===== src/rtl/sacia_pkg.sv =====
`timescale 1ns / 1ps

package sacia_pkg;

    // Status and control bit patterns
    localparam logic [7:0] STATUS_TX_EMPTY = 8'h10;
    localparam logic [7:0] STATUS_IRQ      = 8'h80;
    localparam logic [7:0] CONTROL_FORCED  = 8'h10;

    // Offset decode
    localparam int unsigned CTRL_SEL_BIT = 3;
    localparam logic [3:0]  SW_OFFSET_ONE = 4'd1;
    localparam logic [3:0]  SW_OFFSET_TWO = 4'd2;

    // Command register transmit-interrupt mode (bits 3:2)
    localparam logic [1:0] TX_IRQ_MODE = 2'b01;

    // Configuration register indexes
    localparam logic [1:0] CFG_SWITCH_ONE = 2'd0;
    localparam logic [1:0] CFG_SWITCH_TWO = 2'd1;
    localparam logic [1:0] CFG_SINK_EN    = 2'd2;

    typedef enum logic [1:0] {
        REG_DATA    = 2'd0,
        REG_STATUS  = 2'd1,
        REG_COMMAND = 2'd2,
        REG_CONTROL = 2'd3
    } reg_sel_t;

    typedef struct packed {
        logic [7:0] switch_one;
        logic [7:0] switch_two;
        logic       sink_en;
    } cfg_t;

    typedef struct packed {
        logic       is_write;
        logic [3:0] offset;
        logic [7:0] wdata;
    } access_t;

    typedef struct packed {
        logic [7:0] read_data;
        logic       tx_valid;
        logic [7:0] tx_data;
        logic       irq_pending;
    } result_t;

    function automatic logic tx_irq_on(input logic [7:0] cmd);
        tx_irq_on = cmd[0] && (cmd[3:2] == TX_IRQ_MODE);
    endfunction

endpackage


===== src/rtl/sacia_cfg.sv =====
`timescale 1ns / 1ps

module sacia_cfg (
    input  logic                clk,
    input  logic                rst_n,
    input  logic                cfg_valid,
    output logic                cfg_ready,
    input  logic [1:0]          cfg_index,
    input  logic [7:0]          cfg_data,
    output sacia_pkg::cfg_t     cfg
);
    import sacia_pkg::*;

    cfg_t cfg_reg;
    cfg_t cfg_next;

    assign cfg_ready = 1'b1;

    always_comb
    begin
        cfg_next = cfg_reg;
        if (cfg_valid)
        begin
            unique case (cfg_index)
                CFG_SWITCH_ONE: cfg_next.switch_one = cfg_data;
                CFG_SWITCH_TWO: cfg_next.switch_two = cfg_data;
                CFG_SINK_EN:    cfg_next.sink_en    = cfg_data[0];
                default:        cfg_next            = cfg_reg;
            endcase
        end
    end

    always_ff @(posedge clk or negedge rst_n)
    begin
        if (!rst_n)
        begin
            cfg_reg <= '0;
        end
        else
        begin
            cfg_reg <= cfg_next;
        end
    end

    assign cfg = cfg_reg;

endmodule


===== src/rtl/sacia_core.sv =====
`timescale 1ns / 1ps

module sacia_core (
    input  logic                clk,
    input  logic                rst_n,
    input  logic                fire,
    input  sacia_pkg::access_t  access,
    input  sacia_pkg::cfg_t     cfg,
    output sacia_pkg::result_t  result
);
    import sacia_pkg::*;

    logic [7:0] cmd_reg;
    logic [7:0] cmd_next;
    logic [7:0] ctrl_reg;
    logic [7:0] ctrl_next;
    logic       irq_latch_reg;
    logic       irq_latch_next;
    reg_sel_t   sel;
    logic       ctrl_area;

    assign sel       = reg_sel_t'(access.offset[1:0]);
    assign ctrl_area = access.offset[CTRL_SEL_BIT];

    always_comb
    begin
        cmd_next          = cmd_reg;
        ctrl_next         = ctrl_reg;
        irq_latch_next    = irq_latch_reg;
        result.read_data  = '0;
        result.tx_valid   = 1'b0;
        result.tx_data    = '0;

        if (!ctrl_area)
        begin
            // switch area: reads only
            if (!access.is_write)
            begin
                if (access.offset == SW_OFFSET_ONE)
                begin
                    result.read_data = cfg.switch_one;
                end
                else if (access.offset == SW_OFFSET_TWO)
                begin
                    result.read_data = cfg.switch_two;
                end
            end
        end
        else if (!access.is_write)
        begin
            unique case (sel)
                REG_DATA:    result.read_data = '0;
                REG_STATUS:
                begin
                    result.read_data = STATUS_TX_EMPTY | (irq_latch_reg ? STATUS_IRQ : 8'h00);
                    irq_latch_next   = 1'b0;
                end
                REG_COMMAND: result.read_data = cmd_reg;
                REG_CONTROL: result.read_data = ctrl_reg;
                default:     result.read_data = '0;
            endcase
        end
        else
        begin
            unique case (sel)
                REG_DATA:
                begin
                    result.tx_valid = cfg.sink_en;
                    result.tx_data  = cfg.sink_en ? access.wdata : 8'h00;
                    if (tx_irq_on(cmd_reg))
                    begin
                        irq_latch_next = 1'b1;
                    end
                end
                REG_STATUS:
                begin
                    // programmed reset
                    cmd_next       = '0;
                    ctrl_next      = '0;
                    irq_latch_next = 1'b0;
                end
                REG_COMMAND:
                begin
                    cmd_next = access.wdata;
                    if (tx_irq_on(access.wdata) && !tx_irq_on(cmd_reg))
                    begin
                        irq_latch_next = 1'b1;
                    end
                end
                REG_CONTROL: ctrl_next = access.wdata | CONTROL_FORCED;
                default:     ctrl_next = ctrl_reg;
            endcase
        end

        result.irq_pending = irq_latch_next && cmd_next[0];
    end

    always_ff @(posedge clk or negedge rst_n)
    begin
        if (!rst_n)
        begin
            cmd_reg       <= '0;
            ctrl_reg      <= '0;
            irq_latch_reg <= 1'b0;
        end
        else if (fire)
        begin
            cmd_reg       <= cmd_next;
            ctrl_reg      <= ctrl_next;
            irq_latch_reg <= irq_latch_next;
        end
    end

    // status read always leaves the latch clear
    a_status_clears: assert property (@(posedge clk) disable iff (!rst_n)
        fire && ctrl_area && !access.is_write && sel == REG_STATUS |=> !irq_latch_reg)
        else $error("irq latch survived a status read");

    // control register is zero or carries the forced bit
    a_ctrl_forced: assert property (@(posedge clk) disable iff (!rst_n)
        ctrl_reg != 8'h00 |-> ctrl_reg[4])
        else $error("control register lost forced bit");

    // switch-area writes leave state untouched
    a_switch_write_idle: assert property (@(posedge clk) disable iff (!rst_n)
        fire && !ctrl_area && access.is_write |=>
            $stable(cmd_reg) && $stable(ctrl_reg) && $stable(irq_latch_reg))
        else $error("switch-area write changed state");

endmodule


===== src/rtl/serial_acia_bus_registers_core.sv =====
`timescale 1ns / 1ps

// Bus register block of a serial controller. Each request is one bus access
// (command 0 read / 1 write, 4-bit offset, write byte) and yields exactly one
// response carrying the read byte, the transmit byte handed to the sink and
// the interrupt line. Throughput is one request per cycle while the output
// is not stalled: a request is captured in the input register, decoded and
// applied to the command, control and interrupt-latch state in a single
// pass, and lands in the response register once the output stage is free.
// The input register keeps accepting while a response waits behind a
// stalled output; in_stall rises only when both stages are full.
// The switch bytes and sink enable are written through the cfg port, which
// is always ready; write them only while no request is in flight.
module serial_acia_bus_registers_core (
    input  logic       clk,
    input  logic       rst_n,

    input  logic       in_valid,
    output logic       in_stall,
    input  logic       command,
    input  logic [3:0] offset,
    input  logic [7:0] write_data,

    output logic       out_valid,
    input  logic       out_stall,
    output logic [7:0] read_data,
    output logic       tx_valid,
    output logic [7:0] tx_data,
    output logic       irq_pending,

    input  logic       cfg_valid,
    output logic       cfg_ready,
    input  logic [1:0] cfg_index,
    input  logic [7:0] cfg_data
);
    import sacia_pkg::*;

    cfg_t    cfg;
    access_t acc_reg;
    logic    acc_valid_reg;
    result_t res_reg;
    result_t res_next;
    logic    out_valid_reg;
    logic    advance;
    logic    fire;
    logic    in_take;

    // Output stage frees up when empty or when its response is taken.
    assign advance  = !out_valid_reg || !out_stall;
    // Move the captured request into the response register.
    assign fire     = acc_valid_reg && advance;
    // Hold off new requests only when the input register cannot drain.
    assign in_stall = acc_valid_reg && !advance;
    assign in_take  = in_valid && !in_stall;

    sacia_cfg u_cfg (
        .clk       (clk),
        .rst_n     (rst_n),
        .cfg_valid (cfg_valid),
        .cfg_ready (cfg_ready),
        .cfg_index (cfg_index),
        .cfg_data  (cfg_data),
        .cfg       (cfg)
    );

    sacia_core u_core (
        .clk    (clk),
        .rst_n  (rst_n),
        .fire   (fire),
        .access (acc_reg),
        .cfg    (cfg),
        .result (res_next)
    );

    // Input register: control bit under reset, payload loads on accept.
    always_ff @(posedge clk or negedge rst_n)
    begin
        if (!rst_n)
        begin
            acc_valid_reg <= 1'b0;
        end
        else if (advance || !acc_valid_reg)
        begin
            acc_valid_reg <= in_take;
        end
    end

    always_ff @(posedge clk)
    begin
        if (in_take)
        begin
            acc_reg.is_write <= command;
            acc_reg.offset   <= offset;
            acc_reg.wdata    <= write_data;
        end
    end

    // Response register: drop valid once taken, refill on fire.
    always_ff @(posedge clk or negedge rst_n)
    begin
        if (!rst_n)
        begin
            out_valid_reg <= 1'b0;
        end
        else if (advance)
        begin
            out_valid_reg <= fire;
        end
    end

    always_ff @(posedge clk)
    begin
        if (fire)
        begin
            res_reg <= res_next;
        end
    end

    assign out_valid   = out_valid_reg;
    assign read_data   = res_reg.read_data;
    assign tx_valid    = res_reg.tx_valid;
    assign tx_data     = res_reg.tx_data;
    assign irq_pending = res_reg.irq_pending;

    // A response without a transmit carries a zero transmit byte.
    a_tx_zero: assert property (@(posedge clk) disable iff (!rst_n)
        out_valid_reg && !res_reg.tx_valid |-> res_reg.tx_data == 8'h00)
        else $error("tx_data nonzero without tx_valid");

    // A transmit comes only from a write, which reads back zero.
    a_tx_write: assert property (@(posedge clk) disable iff (!rst_n)
        out_valid_reg && res_reg.tx_valid |-> res_reg.read_data == 8'h00)
        else $error("transmit response with read data");

    // Stall only while a request is held in the input register.
    a_stall_held: assert property (@(posedge clk) disable iff (!rst_n)
        in_stall |-> acc_valid_reg && out_valid_reg)
        else $error("input stalled with free pipeline");

endmodule


===== config.mk =====
export PLATFORM = sky130hd
export DESIGN_NAME = serial_acia_bus_registers_core
export DESIGN_NICKNAME = d
export VERILOG_FILES = /design/src/rtl/sacia_pkg.sv /design/src/rtl/sacia_cfg.sv /design/src/rtl/sacia_core.sv /design/src/rtl/serial_acia_bus_registers_core.sv
export SDC_FILE = /design/constraint.sdc
export NUM_CORES = 1
export LEC_CHECK = 0
export BUFFER_PORTS_ARGS = -buffer_cell sky130_fd_sc_hd__buf_4
export CAP_MARGIN = 10
export CORE_ASPECT_RATIO = 1.1
export CORE_MARGIN = 2
export CORE_UTILIZATION = 47
export CTS_CLUSTER_SIZE = 14
export DETAILED_ROUTE_END_ITERATION = 16
export PLACE_DENSITY = 0.67
export REMOVE_ABC_BUFFERS = 1
export SLEW_MARGIN = 20
export SYNTH_ARGS = -nofsm -noshare
export SYNTH_HDL_FRONTEND = slang
export SYNTH_SLANG_ARGS = --single-unit

===== constraint.sdc =====
create_clock -name clk -period 2.6 [get_ports clk]
set_clock_uncertainty 0.15 [all_clocks]
set_input_delay 0.13 -clock clk [delete_from_list [all_inputs] [get_ports clk]]
set_output_delay 0.13 -clock clk [all_outputs]
set_load 0.02 [all_outputs]

Yosys cells after proc, flatten, opt, wreduce, memory -nomap -nowiden
Index checks and enable logic that the tools add are counted.

Equal/unequal tests: 9. Mux-type cells: 17. Reduce and logical (&&, ||, !) cells: 26.

Operator list (count): $mux W8 (6); $pmux W8 S2 (2); $pmux W8 S4 (1); $reduce_and A4 Y1 (3); $eq A2 B1 Y1 const B (4); $logic_and A1 B1 Y1 (7); $mux W1 (7); $eq A2 B2 Y1 const B (3); $logic_not A1 Y1 (6); $reduce_and A2 Y1 (3); $eq A4 B1 Y1 const B (1); $eq A4 B2 Y1 const B (1); $logic_not A2 Y1 (2); $reduce_bool A2 Y1 (2); $pmux W1 S3 (1); $reduce_and A3 Y1 (1); $logic_or A1 B1 Y1 (2).

Bits in registers: 67. Input bits: 28. Output and inout port bits: 21. Logic and storage cells: 68.

Depth between registers and ports, before layout
Depth in word-level cells: 9. Gate-level depth with buffers: 7. Gate-level depth less buffers: 6.

Modules after synthesis
From an unflattened synthesis, not the netlist that was laid out.

Cells, all modules: 221. Area total of the unflattened synthesis: 2891.5 um^2.

By module, submodules not included: sacia_core (instances 1, cells an instance 143, area each 1202.4 um^2, sequential area each 425.4 um^2); serial_acia_bus_registers_core (instances 1, cells an instance 39, area each 1023.5 um^2, sequential area each 980.9 um^2); sacia_cfg (instances 1, cells an instance 39, area each 665.6 um^2, sequential area each 425.4 um^2).

Least setup slack after synthesis
OpenSTA, ideal clock, no wires.

Path type: register to register. From: register out_valid_reg (netlist: out_valid). To: register u_core.cmd_reg[7]. Setup time: 0.136 ns. Arrival: 2.186 ns. Data required time: 2.314 ns. Setup slack: 0.127 ns. Cell stages (with the launch flop): 6. Path buffers: 1. Period minus slack after synthesis: 2.473 ns. Cells stage by stage: dfrtp_1 a21boi_1 nand2_1 clkbuf_1 nand2_1 o21ai_0.

Longest elaborated chain between the ends: 4.

Ends and longest elaborated chain: from (decl) (RTL line serial_acia_bus_registers_core.sv:43) `logic out_valid_reg;`; from (signal assigned) (RTL line serial_acia_bus_registers_core.sv:107) `out_valid_reg <= fire;`; $logic_not A1 Y1 (RTL line serial_acia_bus_registers_core.sv:49) `assign advance = !out_valid_reg || !out_stall;`; $logic_or A1 B1 Y1 (RTL line serial_acia_bus_registers_core.sv:49); $logic_and A1 B1 Y1 (RTL line serial_acia_bus_registers_core.sv:51) `assign fire = acc_valid_reg && advance;`; via fire (RTL line serial_acia_bus_registers_core.sv:45) `logic fire;`; $reduce_and A4 Y1 (no source line); to (signal assigned) (RTL line sacia_core.sv:108) `cmd_reg <= cmd_next;`; to (decl) (RTL line sacia_core.sv:13) `logic [7:0] cmd_reg;`.

The timed path passes the listed nets, and every way through them passes these cells. A chain may end at the register's enable or synchronous reset.

==> flow_metrics.py <==
metrics = {
    "clocking": {
        "clk_latency_ns": 0.33,
        "cts_root_cell": "sky130_fd_sc_hd__clkbuf_8",
        "cts_setup_buffers": 0,
        "clock_tree.buffer_depth": 2,
        "htreeDepth": 3,
        "clk_pin_slew_worst_paths_ns": 0.07,
        "cts_tree": "done",
        "post_cts_resized": 0,
        "clock-sinks": 67,
        "clock_buffers_created_by_tritoncts": 9,
        "postCtsHoldBufs": 25,
    },
    "global_route": {
        "global_route.usage.met3_pct": 4.57,
        "global_routing_usage_on_met1_pct": 23.4,
        "met2_usage_pct": 27.7,
        "grt_first_pass_wirelength_um": 8900,
        "top_usage_layer": "met2",
        "grt_pass1_vias": 1887,
        "antenna_violations_before_repair": 0,
        "groute.usage.overall_pct": 17.8,
        "grt.overflow.total": 0,
        "largest_net_degree_at_the_start_of_global_routing": 37,
    },
    "critical_path": {
        "rrSetupSlack_ns": 0.38,
        "end_kind": "flop",
        "critical_setup_path_kind": "reg -> reg",
        "crit_path_max_incr_delay_ns": 0.52,
        "timing.rr.start": "acc_reg[8]",
        "worst_ep_required_time_ns": 2.60,
        "worst_r2r_end": "irq_pending",
        "path_buf_inv": 1,
        "critical_path.startpoint_type": "flop",
        "timing.critical_path.depth": 6,
        "critical_path.top_delay_family": "simple AND/OR/NAND/NOR gates",
        "crit_path_cell_trace": "inv_1 > ha_1 > nand2_4 > o31a_1 > or4_4 > a221oi_2",
        "maximum_net_fanout_on_the_critical_path": 5,
        "r2r.worst_path.cells": 6,
        "worst_ep_arrival_time_ns": 2.23,
        "critPathSlowestCell": "sky130_fd_sc_hd__or4_4",
    },
    "finish": {
        "layoutNonFillerInstCount": 371,
        "fill_cells": 436,
        "flip_flop_count_of_the_largest_register_after_layout": 17,
        "fin_nets": 322,
        "areaGrowthSynthToFinish_pct": 31.8,
        "finish.utilization_pct": 64.4,
        "share_of_final_layout_standard_cells_stronger_than_drive_strength_1_pct": 29.9,
        "antenna_cells_inserted": 0,
    },
    "synth": {
        "synth_most_common_cell": "sky130_fd_sc_hd__dfrtp_1",
        "syn_inst": 209,
        "yosys_warnings": 0,
        "netlist_area_sq_um": 2820,
        "share_of_synthesized_flip_flops_with_an_asynchronous_set_or_reset_pct": 53.7,
        "synth_largest_type_area_fraction_pct": 33.0,
        "ys_ff_latch": 67,
        "synth_sequential_area_ratio_pct": 65.0,
        "synth_enable_flop_cells": 31,
        "syn_avg_cell_area_sq_um": 13.5,
        "synth.area.top_cells": "sky130_fd_sc_hd__edfxtp_1 33%, sky130_fd_sc_hd__dfrtp_1 32%, sky130_fd_sc_hd__mux2_2 6.8%, sky130_fd_sc_hd__a22o_1 4.0%, sky130_fd_sc_hd__nand2_1 3.5%",
        "synthTopCellsByCount": "36 x sky130_fd_sc_hd__dfrtp_1, 31 x sky130_fd_sc_hd__edfxtp_1, 26 x sky130_fd_sc_hd__nand2_1",
        "yosys.area.top_type": "sky130_fd_sc_hd__edfxtp_1",
        "synthDistinctLibCells": 36,
        "ys.flop_type": "sky130_fd_sc_hd__dfrtp_1",
    },
    "worst_hold_path": {
        "hold_path_startpoint": "cfg_index[1]",
        "worst_hold_path.num_cells": 3,
        "timing.hold.worst_endpoint": "u_cfg.cfg[0]",
        "hold_path_class": "in -> reg",
    },
    "floorplanning": {
        "top_level_ports": 49,
        "coreArea_sq_um": 5770,
        "overall_die_height_um": 85.2,
        "die-area_sq_um": 6630,
        "start_util_pct": 48.9,
        "rows": 29,
        "fp.dieW_um": 77.8,
    },
    "power": {
        "power.leakage_nw": 1.57,
        "peakVddDrop_mv": 0.511,
        "pwr_density_cell_nw_per_um2": 680,
    },
    "routing": {
        "route.vias.total": 1930,
        "totalWireLength_um": 5470,
        "drt-pass1-iter-count": 4,
        "drt-initial-drc-count": 143,
        "post-route-drc-count": 0,
        "drt.antenna.violating_nets": 0,
        "routedWlPerCell_um": 14.7,
        "detail_route.vias_per_cell": 5.20,
    },
    "timing": {
        "total_neg_setup_slack_ns": 0,
        "period_share_pct": 85.5,
        "max_clock_freq_mhz": 450,
        "timing.max_slew.rel_slack_pct": 51.4,
        "final.min_clock_period_ns": 2.22,
        "timing_worst_slew_pin_value_ns": 0.726,
        "hold_violations": 0,
        "final-max-slew-violation-count": 0,
        "finalHoldWorstSlack_ns": 0.0274,
        "grt_setup_unrepaired": "no",
        "setup_viol": 0,
    },
    "placed_design": {
        "port_buffers": 47,
        "gp_routability_congestion": 0.792,
        "hpwl_um": 3750,
        "dpl.cell_count": 330,
    },
    "outcome": {
        "status": "completed",
    },
    "flow_run": {
        "timing.max_cap.violations": 0,
    },
}
through the flow:
step	setup WS (ns)	instance area [sq um]	power, mW
2_1_floorplan	0.0684	2780	1.52
3_5_place_dp	0.409	3270	1.66
5_1_grt	0.295	3710	2.64
6_report	0.377	3710	2.53
3_3_place_gp	0.485	3270	1.65
4_1_cts	0.361	3710	2.54
layout make-up:
class	count	area [sq um]	area share, %
multi-input cells	128	926	24.9
repair buffers	77	641	17.2
inverters	6	22.5	0.606
clock inverters	2	35.0	0.943
well taps	77	96.3	2.59
flip-flops and latches	67	1830	49.3
clock buffers	14	163	4.38
worst reg2reg max path: cells and delay by family, from the launching register on:
kind | cells | cell delay [ns]
buf+inv | 1 | 0.11
fa+ha+maj | 1 | 0.22
simple gates | 2 | 0.59
flops | 1 | 0.45
compound gates | 2 | 0.52
kinds of logic (layout without fill, tap and decap cells):
family | after synthesis | after routing | share of synthesized area (%)
other cells | 1 | 1 | 0.133
flops | 67 | 67 | 65.0
compound gates | 47 | 47 | 12.0
fa+ha+maj | 5 | 5 | 2.22
buf+inv | 14 | 99 | 2.31
simple gates | 56 | 56 | 10.8
mux | 19 | 19 | 7.50
routing by layer:
layer  vias to the layer above  share of wire (%)
met5                         -                  0
met4                         0                2.7
met3                        14                3.5
met2                        37                 50
met1                       957                 44
li1                        922                  -
power by group:
group,leakage (nW),internal (mW),switching (mW)
Clock,0.101,0.496,0.362
Sequential,0.754,1.25,0.0788
Combinational,0.718,0.184,0.155
Total,1.57,1.93,0.596
layout by cell type, fill, tap and decap left out:
| cell type | count |
|---|---|
| sky130_fd_sc_hd__a222oi_1 | 2 |
| sky130_fd_sc_hd__nand2b_1 | 1 |
| sky130_fd_sc_hd__a21boi_2 | 1 |
| sky130_fd_sc_hd__mux2i_1 | 2 |
| sky130_fd_sc_hd__a22oi_1 | 7 |
| sky130_fd_sc_hd__a22o_1 | 13 |
| sky130_fd_sc_hd__clkbuf_1 | 3 |
| sky130_fd_sc_hd__mux2_2 | 17 |
| sky130_fd_sc_hd__edfxtp_1 | 31 |
| sky130_fd_sc_hd__o21ai_1 | 1 |
| sky130_fd_sc_hd__and2_1 | 10 |
| sky130_fd_sc_hd__a221oi_1 | 1 |
| sky130_fd_sc_hd__nor4b_1 | 1 |
| sky130_fd_sc_hd__nor2_1 | 4 |
| sky130_fd_sc_hd__nand2_4 | 1 |
| sky130_fd_sc_hd__nand3b_1 | 3 |
| sky130_fd_sc_hd__a21o_1 | 2 |
| sky130_fd_sc_hd__nand2_1 | 26 |
| sky130_fd_sc_hd__buf_4 | 52 |
| sky130_fd_sc_hd__and3_1 | 2 |
| sky130_fd_sc_hd__a21oi_1 | 8 |
| sky130_fd_sc_hd__o31a_1 | 1 |
| sky130_fd_sc_hd__dlygate4sd3_1 | 25 |
| sky130_fd_sc_hd__o21ai_0 | 9 |
| sky130_fd_sc_hd__nor4b_2 | 1 |
| sky130_fd_sc_hd__clkinv_2 | 1 |
| sky130_fd_sc_hd__or4_4 | 1 |
| sky130_fd_sc_hd__a221oi_2 | 1 |
| sky130_fd_sc_hd__nor2b_1 | 4 |
| sky130_fd_sc_hd__a211oi_1 | 1 |
| sky130_fd_sc_hd__nand3_1 | 1 |
| sky130_fd_sc_hd__conb_1 | 1 |
| sky130_fd_sc_hd__inv_1 | 6 |
| sky130_fd_sc_hd__ha_1 | 5 |
| sky130_fd_sc_hd__nor3b_2 | 1 |
| sky130_fd_sc_hd__bufinv_16 | 1 |
| sky130_fd_sc_hd__clkbuf_8 | 11 |
| sky130_fd_sc_hd__dfrtp_1 | 36 |
worst max-delay path by stage:
| stage | start | endpoint | slack, ns |
|---|---|---|---|
| global route | acc_reg[8] | irq_pending | 0.29 |
| finish | acc_reg[8] | irq_pending | 0.38 |
| global placement | acc_reg[8] | irq_pending | 0.49 |
| floorplan | out_valid | u_core.cmd_reg[1] | 0.07 |
| detailed placement | acc_reg[8] | irq_pending | 0.41 |
| CTS | acc_reg[8] | irq_pending | 0.36 |
(Power assumes the default switching activity.)
